--- config.mk ---
export PLATFORM = sky130hd
export DESIGN_NAME = teq_ram
export DESIGN_NICKNAME = d
export VERILOG_FILES = /design/src/rtl/core/teq_ram.sv
export SDC_FILE = /design/constraint.sdc
export NUM_CORES = 1
export LEC_CHECK = 0
export BUFFER_PORTS_ARGS = -buffer_cell sky130_fd_sc_hd__buf_4
export CAP_MARGIN = 20
export CORE_MARGIN = 2
export CORE_UTILIZATION = 27
export DETAILED_ROUTE_END_ITERATION = 8
export SLEW_MARGIN = 20
export SYNTH_ARGS = -nofsm -noshare
export SYNTH_HDL_FRONTEND = slang
export SYNTH_SLANG_ARGS = --single-unit
--- constraint.sdc ---
create_clock -name clk -period 4.6 [get_ports clk]
set_input_delay 0.46 -clock clk [delete_from_list [all_inputs] [get_ports clk]]
set_output_delay 0.46 -clock clk [all_outputs]
set_load 0.005 [all_outputs]
--- src/rtl/core/teq_ram.sv ---
// ----------------------------------------------------------------------------
// teq_ram
// generic simple dual-port ram, one write port, one registered read port
// ----------------------------------------------------------------------------
module teq_ram #(
  parameter int WIDTH = 1,
  parameter int DEPTH = 64,
  localparam int AW   = (DEPTH > 1) ? $clog2(DEPTH) : 1
) (
  input  logic             clk,
  input  logic             we,
  input  logic [AW-1:0]    waddr,
  input  logic [WIDTH-1:0] wdata,
  input  logic [AW-1:0]    raddr,
  output logic [WIDTH-1:0] rdata
);

  logic [WIDTH-1:0] mem [DEPTH];

  always_ff @(posedge clk) begin
    if (we) begin
      mem[waddr] <= wdata;
    end
    rdata <= mem[raddr];
  end

endmodule

==> results of run 1 <==
-- metrics by stage --
stage	hold WS [ns]	std cells	area (µm²)	util (%)
finish	0.3985	359	3329	31.96
global route	0.4136	359	3329	31.96
CTS	0.3938	359	3329	31.96
detailed placement	0.7310	343	3143	30.17
global placement	0.7312	343	3143	30.17
floorplan	0.5589	204	2914	-
-- critical path, delay by kind of cell --
family,cells,cell delay (ns)
muxes,2,1.01
and+or+nand+nor,1,0.21
AOI/OAI and AO/OA,1,0.21
buffers and inverters,1,0.19
-- kinds of logic (layout without fill, tap and decap cells) --
group / Yosys count / count (layout) / share of synthesized area, %
simple gates: 104 / 104 / 15.89
mux: 17 / 17 / 14.04
compound gates: 6 / 6 / 1.589
flops: 65 / 65 / 66.64
buf+inv: 12 / 31 / 1.846
-- worst min path at each step --
stage,startpoint,to,slack (ns),cells after the start
after floorplan,wdata,mem[0],0.56,0
after global placement,raddr[5],rdata,0.73,2
after detailed placement,raddr[5],rdata,0.73,2
after CTS,raddr[5],rdata,0.39,2
after global routing,raddr[5],rdata,0.41,2
final,raddr[5],rdata,0.40,2
-- registers in the layout, indices dropped and copies added (netlist names) --
name and flops:
mem 64, rdata 1
-- metal layers --
metal  part of all wire (%)  vias to the layer above  global-route usage (%)
met5                      0                        -                       0
met1                     46                      869                   14.79
met4                    2.4                        0                   5.403
met3                    4.3                       12                   2.542
met2                     47                       47                   17.65
li1                       -                      795                       -
-- layout by cell type (no fill, tap or decap), types with 2 or more instances in the layout --
cell,Yosys,layout
a22oi_1,2,2
buf_4,0,15
clkbuf_8,0,9
clkinv_2,0,2
clkinvlp_4,0,2
edfxtp_1,64,64
mux4_1,7,7
mux4_2,10,10
nand2_1,7,7
nand2b_1,2,2
nand3_1,9,9
nand3b_1,4,4
nand4_1,3,3
nor2_1,67,67
nor2b_1,5,5
nor3_1,2,2
-- cell type report --
type | instances | area [µm²]
sequential | 65 | 1942
timing repair buffer | 15 | 112.6
tap | 136 | 170.2
clock buffer | 10 | 127.6
fill | 1041 | 7087
multi-input combinational | 127 | 918.4
clock inverter | 6 | 58.81
-- power by group --
part,switching (W),leakage (nW),internal [W]
combinational,0.0000467,0.337,0.0000321
sequential,0.00000168,0.584,0.000655
clock,0.000215,0.0897,0.000246
==> impl_metrics.toml, run 1 <==
[outcome]
status = "completed"

[synthesis]
async_flop_share_pct = 0
synth.area.top_cells = "edfxtp_1, nor2_1, mux4_2"
synth_flop_cell = "edfxtp_1"
synth_edf_count = 64
synth_top_area_share_pct = 65.95
syn_area_per_cell_um2 = 14.28
netlist_instances = 204
synth_commonest_cells = "nor2_1, edfxtp_1, clkbuf_1, mux4_2, nand3_1"
syn-num-nets = 219
yosysTopAreaCell = "edfxtp_1"
synthesis.area_um2 = 2914
yosysWarnings = 0
yosysSeqAreaShare_pct = 66.64
yosysUniqueCellTypes = 25
synth_seq_cells = 65
yosysMostFrequentCell = "nor2_1"

[cells_and_area]
drive_gt1_share_pct = 17.94
antenna_cells = 0
nNetsFinal = 233
area_growth_pct = 14.25

[sta]
worst_pin_slew_ns = 0.5342
setup_violations = 0
fin_crit_sh_pct = 40.07
setup_tns_ns = 0
fin_skew_ns = 0.004777
finalHoldViolations = 0
layout_setup_ws_ns = 2.757
slew-limit-headroom_pct = 64.38
clock.fmax_ghz = 0.5426
drv_slew = 0
period_needed_ns = 1.843
rsz0062_at_grt = "no"

[clock_tree]
cts_tree = "done"
post_cts_buffers = 0
cts.repair.resized = 0
clk_pin_slew_ns = 0.07
root_buffer = "clkbuf_8"
h-tree-depth = 3
clock-sinks = 65
cts-buffers-inserted = 9
clockBufferDepth = 2
hold_buffers = 0
worst_skew_pair.late_latency_ns = 0.34

[detailed_routing]
wl_mm = 5.945
vias = 1723
wl_per_cell_um = 16.56
vias_per_cell = 4.799
drc = 0
dr.pass1.iters = 4
ant_nets = 0
drt_iter0_markers = 151

[worst_setup_path]
slowest_stage = "mux4_1"
cp.required_ns = 4.83
slowest_delay_ns = 0.56
reg2reg_depth = 4
worst-setup-path-type = "in -> reg"
r2r_slack_ns = 2.76
r2r_start = "mem[1]"
crit_path_max_fanout = 13
path_cells = "buf_4, mux4_1, mux4_2, or2_0, a32o_1"
crit_path_end_kind = "register"
r2r_end = "rdata"
cp-start-kind = "input pin"
worst_ep_arrival_time_ns = 2.07
crit_path_start = "raddr[1]"
critPathCapture = "rdata"

[floorplanning]
ioPinCount = 16
core_um2 = 10420
die_x_um = 107.9
fp-row-count = 37
die_y_um = 107.9
start_util_pct = 27.98
die-area_um2 = 11640

[pwr]
ir_drop_mv = 0.1896
total_leakage_power_nw = 1.011
finalPower_w = 0.001196
cellPowerDensity_nw_per_um2 = 359.3

[grt]
antenna_found_initial = 0
grt_max_degree = 65
grt-ovfl-total = 0
first_global_vias = 1736
grtUsageTotal_pct = 11.28
grt_pass1_wl_mm = 9.501

[placed_design]
dp_hpwl_mm = 3.816
portBuffers = 15
dpl_worst_slack_ns = 2.410
gp_congestion = 0.7458

[hold_path]
hp-class = "in -> reg"

[flow_run]
maxCapViolCount = 0
Note: power is estimated with default switching activity, not from simulation.
==> inputs of run 2 (changes only) <==
Settings changed: ABC_AREA set to 1.
Clock period 4.6 ns to 1.6 ns, I/O delays scaled along.
==> run 2 against run 1 <==
Clock skew increased by 0.0012 ns. Cell area increased by 7.7%. Sequential power increased to 2.9 times the previous value.
==> impl_metrics.toml, run 2 <==
[outcome]
status = "completed"

[synthesis]
synth_edf_count = 64
yosysTopAreaCell = "edfxtp_1"
yosysUniqueCellTypes = 14
synth_seq_cells = 65
netlist_instances = 314
synth_commonest_cells = "nand2_1, edfxtp_1, nand3_1, nor2_1, inv_1"
yosysWarnings = 0
synthesis.area_um2 = 3045
synth_flop_cell = "edfxtp_1"
yosysSeqAreaShare_pct = 63.76
syn-num-nets = 329
yosysMostFrequentCell = "nand2_1"
syn_area_per_cell_um2 = 9.699
synth.area.top_cells = "edfxtp_1, nand2_1, nand3_1"
synth_top_area_share_pct = 63.11
async_flop_share_pct = 0

[pwr]
seqPwrFrac_pct = 45.7
total_leakage_power_nw = 1.277
p_int_w = 0.003186
switching_share_pct = 22.85
cellPowerDensity_nw_per_um2 = 1151
clockPowerShare_pct = 47.4
ir_drop_mv = 0.5846
power.switching_w = 0.0009433
comb_power_share_pct = 6.8
finalPower_w = 0.004129

[worst_setup_path]
r2r_slack_ns = 0.50
path_cells = "nand2_1, nand3_1, nand3_1, nand2_1, nand2_1, nand3_1, nand3_1, nand2_1"
path_buf_inv = 0
crit_path_end_kind = "register"
cp.required_ns = 1.83
worst-setup-path-type = "reg -> reg"
r2r_end = "rdata"
reg2reg_depth = 8
crit_family = "simple AND/OR/NAND/NOR gates"
cp.depth = 8
slowest_stage = "edfxtp_1"
crit_path_max_fanout = 1
worst_ep_arrival_time_ns = 1.33
slowest_delay_ns = 0.35
r2r_start = "mem[35]"
cp-start-kind = "register"

[floorplanning]
start_util_pct = 27.85
ioPinCount = 16
die-area_um2 = 12150
core_um2 = 10940
die_x_um = 110.2
fp-row-count = 38
die_y_um = 110.2

[sta]
fin_hold_ws_ns = 0.06417
worst_pin_slew_ns = 0.5555
setup_tns_ns = 0
setup_violations = 0
rsz0062_at_grt = "no"
slew-limit-headroom_pct = 62.97
layout_setup_ws_ns = 0.4999
drv_slew = 0
finalHoldViolations = 0
fin_crit_sh_pct = 68.75
clock.fmax_ghz = 0.9090
period_needed_ns = 1.100
fin_skew_ns = 0.006023

[detailed_routing]
vias = 2302
drt_iter0_markers = 156
wl_mm = 7.078
drc = 0
wl_per_cell_um = 14.75
dr.pass1.iters = 4
ant_nets = 0
vias_per_cell = 4.796

[cells_and_area]
area_growth_pct = 17.75
layout_common_cells = "nand2_1, edfxtp_1, nor2_1, nand3_1, buf_4"
nNetsFinal = 350
antenna_cells = 0
largest_register_ffs = 64
top_regs = "mem x64, rdata x1"
mostFrequentLayoutCell = "nand2_1"
largest_register = "mem"
final_util_pct = 32.79
drive_gt1_share_pct = 11.76

[grt]
antenna_found_initial = 0
grt_max_degree = 65
grt_pass1_wl_mm = 11.67
first_global_vias = 2291
grtUsageTotal_pct = 13.25
grt-ovfl-total = 0

[clock_tree]
cts-buffers-inserted = 9
clockBufferDepth = 2
hold_buffers = 0
post_cts_buffers = 0
clock-sinks = 65
clk_pin_slew_ns = 0.06
root_buffer = "clkbuf_16"
cts.repair.resized = 0
worst_skew_pair.late_latency_ns = 0.33
cts_tree = "done"
h-tree-depth = 3

[hold_path]
worstHoldStart = "raddr[5]"
hp-class = "in -> reg"
min_path_cells = 3
min_to = "rdata"

[placed_design]
portBuffers = 15
dp_hpwl_mm = 4.597
dpl_worst_slack_ns = 0.1763
gp_congestion = 0.8496

[flow_run]
maxCapViolCount = 0
==> run 2: cell types whose count changed in the layout (fill, tap and decap cells not counted), sizes merged, moves of 5 or more <==
cell,delta
inv,+17
nand3,+52
nor2b,-5
buf,+7
nand2,+79
nor2,-6
mux4,-17
==> run 2: metal layers <==
metal / share of wire (%) / vias to the layer above / GRT usage (%)
met5: 0 / - / 0
met4: 2.0 / 0 / 6.964
met3: 5.7 / 12 / 2.998
met2: 49 / 71 / 20.86
met1: 44 / 1101 / 17.00
li1: - / 1118 / -
==> run 2: metrics by stage <==
| stage | std cells | instance area, µm² |
|---|---|---|
| 6_report | 480 | 3586 |
| 5_1_grt | 480 | 3586 |
| 4_1_cts | 480 | 3586 |
| 3_5_place_dp | 464 | 3281 |
| 3_3_place_gp | 464 | 3281 |
| 2_1_floorplan | 314 | 3045 |
==> run 2: power groups by stage <==
stage | clock network (W) | logic (W) | registers (W)
after floorplan | 0 | 0.000172 | 0.00192
after global placement | 0 | 0.000281 | 0.00192
after detailed placement | 0 | 0.000284 | 0.00192
after CTS | 0.00199 | 0.000285 | 0.00189
after global routing | 0.00207 | 0.000319 | 0.00189
final | 0.00196 | 0.000282 | 0.00189
==> run 2: area by class of cell <==
| class | instances | area, µm² |
|---|---|---|
| multi-input cells | 221 | 933.4 |
| fillers | 1156 | 7350 |
| clock inverters | 7 | 80.08 |
| repair buffers | 22 | 165.2 |
| inverters | 16 | 65.06 |
| flip-flops and latches | 65 | 1942 |
| clock buffers | 9 | 225.2 |
| well taps | 140 | 175.2 |
==> run 2: kinds of logic after synthesis <==
logic type	synth area share, %
buffers and inverters	5.587
and+or+nand+nor	30.65
DFF	63.76
==> run 2: how the worst max path moves through the flow <==
stage / start / endpoint / slack (ns)
final: mem[35] / rdata / 0.50
after detailed placement: waddr[2] / mem[23] / 0.18
after global placement: waddr[2] / mem[51] / 0.21
after floorplan: we / mem[34] / 0.54
after CTS: mem[35] / rdata / 0.49
after global routing: mem[35] / rdata / 0.38
==> run 2: worst min-delay path, cell delays in order <==
cell     delay (ns)
buf_4          0.09
nand3_1        0.07
nand2_1        0.05
