===== src/rtl/core/teq_pkg.sv =====
// ----------------------------------------------------------------------------
// teq_pkg
// shared widths, operation and status codes, and cell control for the
// timed event queue
// ----------------------------------------------------------------------------
package teq_pkg;

  localparam int TICK_W         = 64;
  localparam int KIND_W         = 3;
  localparam int STATUS_W       = 2;
  localparam int MAX_EVENTS_DEF = 64;

  // operation codes
  localparam logic [KIND_W-1:0] KIND_ALLOC   = 3'd0;
  localparam logic [KIND_W-1:0] KIND_SCHED   = 3'd1;
  localparam logic [KIND_W-1:0] KIND_DESCHED = 3'd2;
  localparam logic [KIND_W-1:0] KIND_QUERY   = 3'd3;
  localparam logic [KIND_W-1:0] KIND_DEALLOC = 3'd4;

  // status codes
  localparam logic [STATUS_W-1:0] STATUS_OK        = 2'd0;
  localparam logic [STATUS_W-1:0] STATUS_UNKNOWN   = 2'd1;
  localparam logic [STATUS_W-1:0] STATUS_EXHAUSTED = 2'd2;

  // per-cycle command broadcast to every cell of the row
  typedef struct packed {
    logic rem;  // close the gap at the matching slot, shift left
    logic ins;  // open a gap at the sorted place, shift right
  } cell_ctrl_t;

endpackage


===== src/rtl/core/teq_cell.sv =====
// ----------------------------------------------------------------------------
// teq_cell
// one slot of the sorted queue; compares against the broadcast key and
// takes the word of its left or right neighbor, or the new key word, on insert or remove
// ----------------------------------------------------------------------------
module teq_cell import teq_pkg::*; #(
  parameter int IDW = 7
) (
  input  logic              clk,
  input  logic              rst,
  input  cell_ctrl_t        ctrl,
  input  logic [IDW-1:0]    key_id,
  input  logic [TICK_W-1:0] key_tick,
  input  logic              left_valid,
  input  logic [IDW-1:0]    left_id,
  input  logic [TICK_W-1:0] left_tick,
  input  logic              left_gt,
  input  logic              right_valid,
  input  logic [IDW-1:0]    right_id,
  input  logic [TICK_W-1:0] right_tick,
  input  logic              del_in,
  output logic              slot_valid,
  output logic [IDW-1:0]    slot_id,
  output logic [TICK_W-1:0] slot_tick,
  output logic              gt,
  output logic              del_out,
  output logic              match,
  output logic [TICK_W-1:0] found
);

  logic              load;
  logic              valid_next;
  logic [IDW-1:0]    id_next;
  logic [TICK_W-1:0] tick_next;

  assign match   = slot_valid && (slot_id == key_id);
  // empty slots sort after everything
  assign gt      = !slot_valid || (slot_tick > key_tick);
  assign del_out = del_in | match;
  assign found   = match ? slot_tick : '0;

  always_comb begin
    load       = 1'b0;
    valid_next = slot_valid;
    id_next    = slot_id;
    tick_next  = slot_tick;
    if (ctrl.rem && del_out) begin
      load       = 1'b1;
      valid_next = right_valid;
      id_next    = right_id;
      tick_next  = right_tick;
    end else if (ctrl.ins && left_gt) begin
      load       = 1'b1;
      valid_next = left_valid;
      id_next    = left_id;
      tick_next  = left_tick;
    end else if (ctrl.ins && gt) begin
      // first slot past the equal-or-lower run takes the new word
      load       = 1'b1;
      valid_next = 1'b1;
      id_next    = key_id;
      tick_next  = key_tick;
    end
  end

  always_ff @(posedge clk) begin
    if (rst) begin
      slot_valid <= 1'b0;
    end else if (load) begin
      slot_valid <= valid_next;
    end
  end

  always_ff @(posedge clk) begin
    if (load) begin
      slot_id   <= id_next;
      slot_tick <= tick_next;
    end
  end

endmodule


===== config.mk =====
export PLATFORM = sky130hd
export DESIGN_NAME = teq_cell
export DESIGN_NICKNAME = d
export VERILOG_FILES = /design/src/rtl/core/teq_pkg.sv /design/src/rtl/core/teq_cell.sv
export SDC_FILE = /design/constraint.sdc
export NUM_CORES = 1
export LEC_CHECK = 0
export ABC_AREA = 1
export BUFFER_PORTS_ARGS = -buffer_cell sky130_fd_sc_hd__buf_4
export CAP_MARGIN = 20
export CORE_AREA = 2 2 139 141
export CTS_BUF_LIST = sky130_fd_sc_hd__clkbuf_4
export DETAILED_ROUTE_END_ITERATION = 10
export DIE_AREA = 0 0 141 143
export PLACE_DENSITY = 0.69
export REMOVE_ABC_BUFFERS = 1
export SLEW_MARGIN = 20
export SYNTH_ARGS = -nofsm -noshare
export SYNTH_HDL_FRONTEND = slang
export SYNTH_SLANG_ARGS = --single-unit

===== constraint.sdc =====
create_clock -name clk -period 9.4 [get_ports clk]
set_input_delay 0.47 -clock clk [delete_from_list [all_inputs] [get_ports clk]]
set_output_delay 0.47 -clock clk [all_outputs]
set_load 0.03 [all_outputs]

==> metrics, run 1 <==
run status finished, final reports clean; Min-Delay Path Class input pin to register; post_cts resized 0; wire per inst 14.9 um; largest net degree at the start of global routing 84; WS Path Type register to register; DIE HEIGHT 143 um; Post-Syn Area 0.00592 mm^2; commonest non-fill, non-tap cell in the layout buf_4; Synth Instances 828; Final Slew Violations 0; Least-Margin Pin Slew 0.982 ns; Final HPWL DP 16400 um; layout net count 1451; largest family of logic cells by synthesized area simple AND/OR/NAND/NOR gates; # hold bufs at CTS 0; Synth Register Bits 72; Vias/cell 4.66; drt initial violations 264; period utilization 33.0%; Pre-antenna DRT Iters 6; DR DRC count 0; first-pass GRT wire length 31100 um; initial antenna violation count 1; Root Buffer Master clkbuf_4; starting density of the core 31.9%; Critical Path AT 3.16 ns; Num CTS Buffers 9; DP Area 0.00876 mm^2; postcts setup bufs 0; Synth Area in Simple Gates 25.2%; final cell count without fillers 1406; largest area contributor in the netlist edfxtp_1; Lkg Pwr 4.90 nW; Die Area 0.0202 mm^2; Synth Area per Inst 7.15 um^2; P&R area growth vs syn 49.8%; top cells by area, synth edfxtp_1 (36%), ha_1 (14%), nand2_1 (13%), nor2_1 (9.9%), inv_1 (9.4%); register area share after synthesis 36.4%; crit path max fanout 83; All-Layer GR Usage 19.8%; Core Box Area 0.0186 mm^2; yosys warns 0; Peak VDD IR 50.1 uV; row cnt 50; CTS sink cnt 72; CTS clk-pin slew, worst paths 0.11 ns; slew margin rel. 34.6%; Power per Cell Area 117 mW/mm^2; Clock Latency Late Sink 0.44 ns; Tmin final 3.10 ns; post-synthesis xor/xnor area fraction 0.444%; post-synthesis mux area share 0%; gp weighted congestion 0.878; final wirelength 21000 um; # port buffers 359; Longest Clk Path Bufs 2; Die X 141 um; CP endpoint kind register; Synth top area share 36.0%; Startpoint Class register; Worst Path Required 9.46 ns; htree depth 3; Final Hold Fails 0; fill count 1895; cell area after layout 0.00887 mm^2; post-synthesis compound-gate area fraction 11.7%; Adder-Cell Fraction of Synth Area 13.5%; WHS 0.267 ns; share of cells above drive strength 1 32.5%; # placed instances 1389; remaining antenna violation count 0; post-route clock skew 0.0228 ns; max cap viols 0; RSZ-0062 raised after global routing false; commonest cells after routing, fill and taps aside buf_4 (363), nand2_1 (209), nor2_1 (156); Finish-stage setup viols 0; vias in the first global route 6231; CTS tree yes; Max Freq 322 MHz; vias 6546; Distinct cells, synth 25; I/O Pins 360; aggregate global routing overflow 0; setup_tns 0 ns
## layer usage
metal / GRT usage, % / vias to the layer above / part of all wire (%)
met3: 4.02 / 38 / 6.8
li1: - / 3340 / -
met2: 35.3 / 264 / 50
met1: 23.2 / 2904 / 41
met5: 0 / - / 0
met4: 8.68 / 0 / 2.9
## cells by family (layout without fill, tap and decap cells)
logic type,count (synthesis),count (layout)
and+or+nand+nor,387,387
AOI/OAI and AO/OA,117,117
adders and majority gates,64,64
xor gates and xnor gates,3,3
other,0,1
buffers and inverters,185,528
DFF,72,72
## final timing paths
| path | startpoint | end | slack (ns) | depth (start not counted) |
|---|---|---|---|---|
| worst max-delay path | slot_id[1]$_DFFE_PP_ | slot_tick[13]$_DFFE_PP_ | 6.30 | 9 |
| worst min-delay path | rst | slot_valid$_SDFFE_PP0P_ | 0.27 | 4 |
| worst max register to register | slot_id[1]$_DFFE_PP_ | slot_tick[13]$_DFFE_PP_ | 6.30 | 9 |
| worst min register to register | slot_valid$_SDFFE_PP0P_ | slot_valid$_SDFFE_PP0P_ | 0.59 | 4 |
## stage by stage
step	power (mW)	worst slack (ns)	utilization [%]
after floorplan	0.672	2.85	-
final	1.03	6.30	47.7
after global placement	0.861	6.14	47.1
after global routing	1.10	6.02	47.7
after detailed placement	0.868	6.13	47.1
after CTS	1.05	6.27	47.7
## cell type report
type	instances	area [um^2]	area share, %
diodes	1	2.50	0.0282
clock buffers	13	97.6	1.10
clock inverters	3	11.3	0.127
inverters	149	559	6.31
multi-input cells	571	3030	34.1
flip-flops and latches	72	2150	24.3
well taps	234	293	3.30
repair buffers	363	2730	30.7
## registers in the layout, summed over array words and instances (netlist names)
signal and count:
slot_valid 1, slot_tick 64, slot_id 7
## critical path, cell delays in order (launching register included)
cell      delay (ns)
edfxtp_1        0.41
inv_1           0.09
o21ai_0         0.09
a211oi_1        0.23
nand4_1         0.17
nand2_1         0.16
nand2_4         0.46
inv_1           0.22
nor2_1          0.10
nand2_4         0.74
## cells in the mapped netlist
library cell  instances
a21o_1                1
o21a_1                3
xor2_1                3
o21ai_0               9
nor3_1                2
ha_1                 64
a22oi_1               1
nor2_1              156
buf_1                 5
nor4_1                1
a31oi_1              71
nand4_1               7
a21oi_1              30
clkbuf_1             23
nand2_2               1
nand2_1             211
nand3_1               7
nand3b_1              1
buf_6                 8
inv_1               148
dfxtp_1               1
or2_0                 1
edfxtp_1             71
a211oi_1              2
inv_2                 1
## where the power goes
| group | internal, mW | switching (mW) | total, mW |
|---|---|---|---|
| registers | 0.406 | 0.0391 | 0.445 |
| logic | 0.176 | 0.236 | 0.413 |
| clock network | 0.0642 | 0.111 | 0.176 |
Note: power is estimated with default switching activity, not from simulation.
==> run 2: changes to the inputs <==
Settings changed: PLACE_DENSITY 0.69 to 0.71.
Clock period 9.4 ns to 2.65 ns, I/O delays scaled along.
==> metrics, run 2 (synthesized netlist as in run 1, its figures left out) <==
max cap viols 0 (unchanged); Root Buffer Master clkbuf_4; RSZ-0062 raised after global routing false; Pre-antenna DRT Iters 5 (-1); # placed instances 1395 (+0.43%); Least-Margin Pin Slew 0.831 ns (-0.150 ns); DIE HEIGHT 143 um (unchanged); share of cells above drive strength 1 32.5% (about the same); Clock Latency Late Sink 0.44 ns (about the same); Final HPWL DP 17000 um (+3.4%); vias in the first global route 6346 (+1.8%); initial antenna violation count 1 (unchanged); Num CTS Buffers 9 (unchanged); post-route clock skew 0.0186 ns (-0.00414 ns); P&R area growth vs syn 56.4%; Finish-stage setup viols 0 (unchanged); Power per Cell Area 422 mW/mm^2 (+260%); Peak VDD IR 206 uV (+310%); Final Hold Fails 0 (unchanged); row cnt 50 (unchanged); starting density of the core 31.9% (unchanged); # port buffers 359 (unchanged); Core Box Area 0.0186 mm^2 (unchanged); Longest Clk Path Bufs 2 (unchanged); crit path max fanout 19 (-77%); period utilization 92.3% (+59 points); final cell count without fillers 1433 (+1.9%); I/O Pins 360 (unchanged); htree depth 3 (unchanged); Final Slew Violations 0 (unchanged); Vias/cell 4.69 (+0.72%); first-pass GRT wire length 32800 um (+5.3%); CTS clk-pin slew, worst paths 0.13 ns (+0.02 ns); slew margin rel. 44.6% (+10 points); CTS tree yes; vias 6720 (+2.7%); largest register by flop count slot_tick; Max Freq 409 MHz (+27%); Min-Delay Path Class input pin to register; aggregate global routing overflow 0 (unchanged); Worst Path Required 2.79 ns (-6.67 ns); Die Area 0.0202 mm^2 (unchanged); gp weighted congestion 0.841 (-4.2%); final design utilization 49.8% (+2.1 points); run status finished, final reports clean; fill count 1821 (-3.9%); remaining antenna violation count 0 (unchanged); largest net degree at the start of global routing 77 (-8.3%); max reg flops 64 (unchanged); layout net count 1478 (+1.9%); wire per inst 15.2 um (+2.0%); commonest cells after routing, fill and taps aside buf_4 (363), nand2_1 (209), nor2_1 (156); WS Path Type register to register; Lkg Pwr 5.07 nW (+3.5%); CP endpoint kind register; CTS sink cnt 72 (unchanged); commonest non-fill, non-tap cell in the layout buf_4; All-Layer GR Usage 20.9% (+1.1 points); Largest regs slot_tick: 64 flops, slot_id: 7 flops, slot_valid: 1 flops; Startpoint Class register; Die X 141 um (unchanged); Tmin final 2.45 ns (-0.656 ns); final wirelength 21800 um (+3.9%); Critical Path AT 2.59 ns (-0.57 ns); drt initial violations 227 (-14%); DR DRC count 0 (unchanged)
[run 2: critical path: stages (launching register included)]
cell	delay [ns]
edfxtp_1	0.46
ha_1	0.32
nand2_1	0.07
nor2_1	0.17
nand2_1	0.12
nor2_1	0.20
nand2_1	0.08
nand2_1	0.06
nand2_1	0.05
nand2_1	0.05
nand2_1	0.05
nand2_1	0.07
nand2_1	0.10
nand2_4	0.16
buf_12	0.19
[run 2: worst paths after layout]
kind         slack (ns)  cells past startpoint                 endpoint                    start
max                0.20                     14  slot_tick[40]$_DFFE_PP_  slot_tick[31]$_DFFE_PP_
min                0.05                      3  slot_tick[49]$_DFFE_PP_           right_tick[49]
max reg2reg        0.20                     14  slot_tick[40]$_DFFE_PP_  slot_tick[31]$_DFFE_PP_
min reg2reg        0.73                      5  slot_valid$_SDFFE_PP0P_  slot_valid$_SDFFE_PP0P_
[run 2: routing by layer]
layer	wire [um]	track usage, %
met4	573	8.26
met3	1530	4.06
met2	11000	38.3
met5	0	0
met1	8630	24.0
[run 2: cell type report]
class                           instances  area [um^2]  share of cell area (%)
Multi-Input combinational cell        571         3040                    32.9
Tap cell                              234          293                    3.16
Inverter                              149          559                    6.04
Antenna cell                            1         2.50                  0.0270
Clock inverter                          7         86.3                   0.933
Timing Repair Buffer                  390         3060                    33.0
Sequential cell                        72         2150                    23.2
Clock buffer                            9         67.6                   0.730
[run 2: repair_timing]
action | in CTS | in global routing
buffers inserted | 0 | 0
endpoints found under the hold margin | 20 | 0
gates resized for setup | 0 | 2
endpoints found under the setup margin | 0 | 70
hold buffers | 21 | 0
[run 2: through the flow]
stage          cell area, um^2  hold slack, ns  power, mW  worst slack, ns  TNS, ns
2_1_floorplan             5720           0.277       2.38            -3.90  -488.52
3_3_place_gp              8880           0.391       3.09            0.122        0
3_5_place_dp              8880           0.388       3.12            0.122        0
4_1_cts                   9240       0.0000105       3.96           0.0388        0
5_1_grt                   9260         0.00934       4.16           0.0130        0
6_report                  9260          0.0475       3.90            0.204        0
[run 2: where the power goes]
part           switching (mW)  total (mW)  internal (mW)
Clock                   0.418       0.793          0.375
Sequential              0.119        1.55           1.43
Combinational           0.880        1.56          0.677
Total                    1.42        3.90           2.49
==> run 3: changes to the inputs <==
==> constraint.sdc (replaced) <==
create_clock -name clk -period 2.65 [get_ports clk]
set_input_delay 0.53 -clock clk [delete_from_list [all_inputs] [get_ports clk]]
set_output_delay 0.53 -clock clk [all_outputs]
set_load 0.03 [all_outputs]
==> metrics, run 3 (synthesized netlist as in run 1, its figures left out) <==
layout net count 1529 (+3.5%); WHS 0.312 ns (+0.264 ns); # hold bufs at CTS 0 (-100%); vias in the first global route 6581 (+3.7%); met2 WL 12400 um (+13%); r2r setup slk 0.25 ns (+0.05 ns); commonest cells after routing, fill and taps aside buf_4 (365), nand2_1 (199), inv_1 (147); CP endpoint kind output pin; share of cells above drive strength 1 45.2% (+13 points); Final HPWL DP 16800 um (-0.79%); Root Buffer Master clkbuf_4; Worst Path Required 2.12 ns (-0.67 ns); Finish-stage setup viols 1 (+1); Vias/cell 4.81 (+2.5%); Peak VDD IR 295 uV (+43%); period utilization 104% (+12 points); Core Box Area 0.0186 mm^2 (unchanged); PnR worst setup slack -0.110 ns (-0.314 ns); final wirelength 23800 um (+9.5%); Max Freq 362 MHz (-11%); DIE HEIGHT 143 um (unchanged); largest net degree at the start of global routing 74 (-3.9%); largest register by flop count slot_tick; post-route clock skew 0.0223 ns (+0.00367 ns); Critical Path AT 2.23 ns (-0.36 ns); initial antenna violation count 1 (unchanged); slew margin rel. 63.9% (+19 points); Longest Clk Path Bufs 2 (unchanged); Critical Path Max Stage Delay 0.43 ns (-0.03 ns); max cap viols 0 (unchanged); Power per Cell Area 404 mW/mm^2 (-4.1%); Startpoint Class register; Max Used Layer met4; RSZ-0062 raised after global routing true; Most common cell on crit path nand2_1; Least-Margin Pin Slew 0.542 ns (-0.289 ns); CTS tree yes; CTS sink cnt 72 (unchanged); dpl ws -0.0929 ns (-0.215 ns); remaining antenna violation count 0 (unchanged); gp weighted congestion 0.864 (+2.7%); commonest non-fill, non-tap cell in the layout buf_4; Worst Reg-to-Reg Cells 12 (-2); Final Hold Fails 0 (unchanged); row cnt 50 (unchanged); Min-Delay Path Class input pin to register; htree depth 3 (unchanged); met1 WL 8930 um (+3.4%); Pre-antenna DRT Iters 5 (unchanged); Largest regs slot_tick: 64 flops, slot_id: 7 flops, slot_valid: 1 flops; CP max-delay cell edfxtp_1; starting density of the core 31.9% (unchanged); DR DRC count 0 (unchanged); CTS clk-pin slew, worst paths 0.12 ns (about the same); Final Slew Violations 0 (unchanged); Die Area 0.0202 mm^2 (unchanged); first-pass GRT wire length 32700 um (-0.34%); wire per inst 16.1 um (+5.7%); crit-path cells ha_1 > nand2_2 > nor4_4 > nand2_1 > nor2_2 > nand2_1 > nand2_1 > nand2_1 > nand2_2 > buf_6; # port buffers 359 (unchanged); origin of the critical flop-to-flop path slot_tick[55]$_DFFE_PP_; All-Layer GR Usage 20.6% (-0.26 points); crit path max fanout 3 (-16); Clock Latency Late Sink 0.45 ns (about the same); Worst setup startpoint slot_tick[55]$_DFFE_PP_; P&R area growth vs syn 79.9%; drt initial violations 267 (+18%); WS Path Type register to output pin; Lkg Pwr 5.46 nW (+7.7%); worst r2r dst slot_tick[10]$_DFFE_PP_; DR WL met3 1810 um (+18%); aggregate global routing overflow 0 (unchanged); Die X 141 um (unchanged); setup_tns -0.110 ns (-0.110 ns); I/O Pins 360 (unchanged); failing checks setup timing; run status complete, but fails checks; CP endpoint gt; vias 7136 (+6.2%); Tmin final 2.76 ns (+0.314 ns); max reg flops 64 (unchanged); Num CTS Buffers 9 (unchanged)
-- run 3: area by class of cell --
class / instances / area [um^2]
Fill cell: 1693 / 7940
Timing Repair Buffer: 441 / 3750
Sequential cell: 72 / 2150
Clock inverter: 6 / 108
Antenna cell: 1 / 2.50
Multi-Input combinational cell: 571 / 3700
Tap cell: 234 / 293
Clock buffer: 10 / 75.1
Inverter: 149 / 559
-- run 3: routing by layer --
layer / vias to the layer above / track usage [%]
met5: - / 0
met4: 0 / 7.84
met3: 42 / 5.67
met2: 292 / 36.5
met1: 3305 / 23.9
li1: 3497 / -
-- run 3: critical path: cells and delay by family, from the launching register on --
family,cells,cell delay [ns]
fa+ha+maj,1,0.33
simple gates,8,0.88
flops,1,0.43
buf+inv,1,0.14
-- run 3: per-stage QoR --
step	utilization (%)	total power, mW	area (um^2)	cells
final	57.3	4.30	10600	1484
after floorplan	-	2.38	5720	792
after detailed placement	48.1	3.11	8950	1401
after global placement	48.1	3.09	8950	1401
after CTS	50.8	4.13	9430	1446
after global routing	57.3	4.56	10600	1484
-- run 3: worst min path at each step --
stage | start | to | cells past startpoint
after CTS | rst | slot_valid$_SDFFE_PP0P_ | 4
after floorplan | rst | slot_valid$_SDFFE_PP0P_ | 3
after global placement | slot_valid$_SDFFE_PP0P_ | slot_valid$_SDFFE_PP0P_ | 4
after detailed placement | slot_valid$_SDFFE_PP0P_ | slot_valid$_SDFFE_PP0P_ | 4
after global routing | rst | slot_valid$_SDFFE_PP0P_ | 4
final | rst | slot_valid$_SDFFE_PP0P_ | 4
-- run 3: power by group --
group | total [mW] | internal, mW | switching [mW]
Combinational | 1.86 | 0.838 | 1.02
Sequential | 1.55 | 1.43 | 0.113
Clock | 0.900 | 0.485 | 0.415
Total | 4.30 | 2.76 | 1.55
-- run 3: what timing repair did --
action	in CTS	in global routing
cloned	0	6
endpoints found under the hold margin	0	0
resized for setup	18	210
pin swaps	8	22
endpoints found under the setup margin	2	82
buffers inserted	29	31
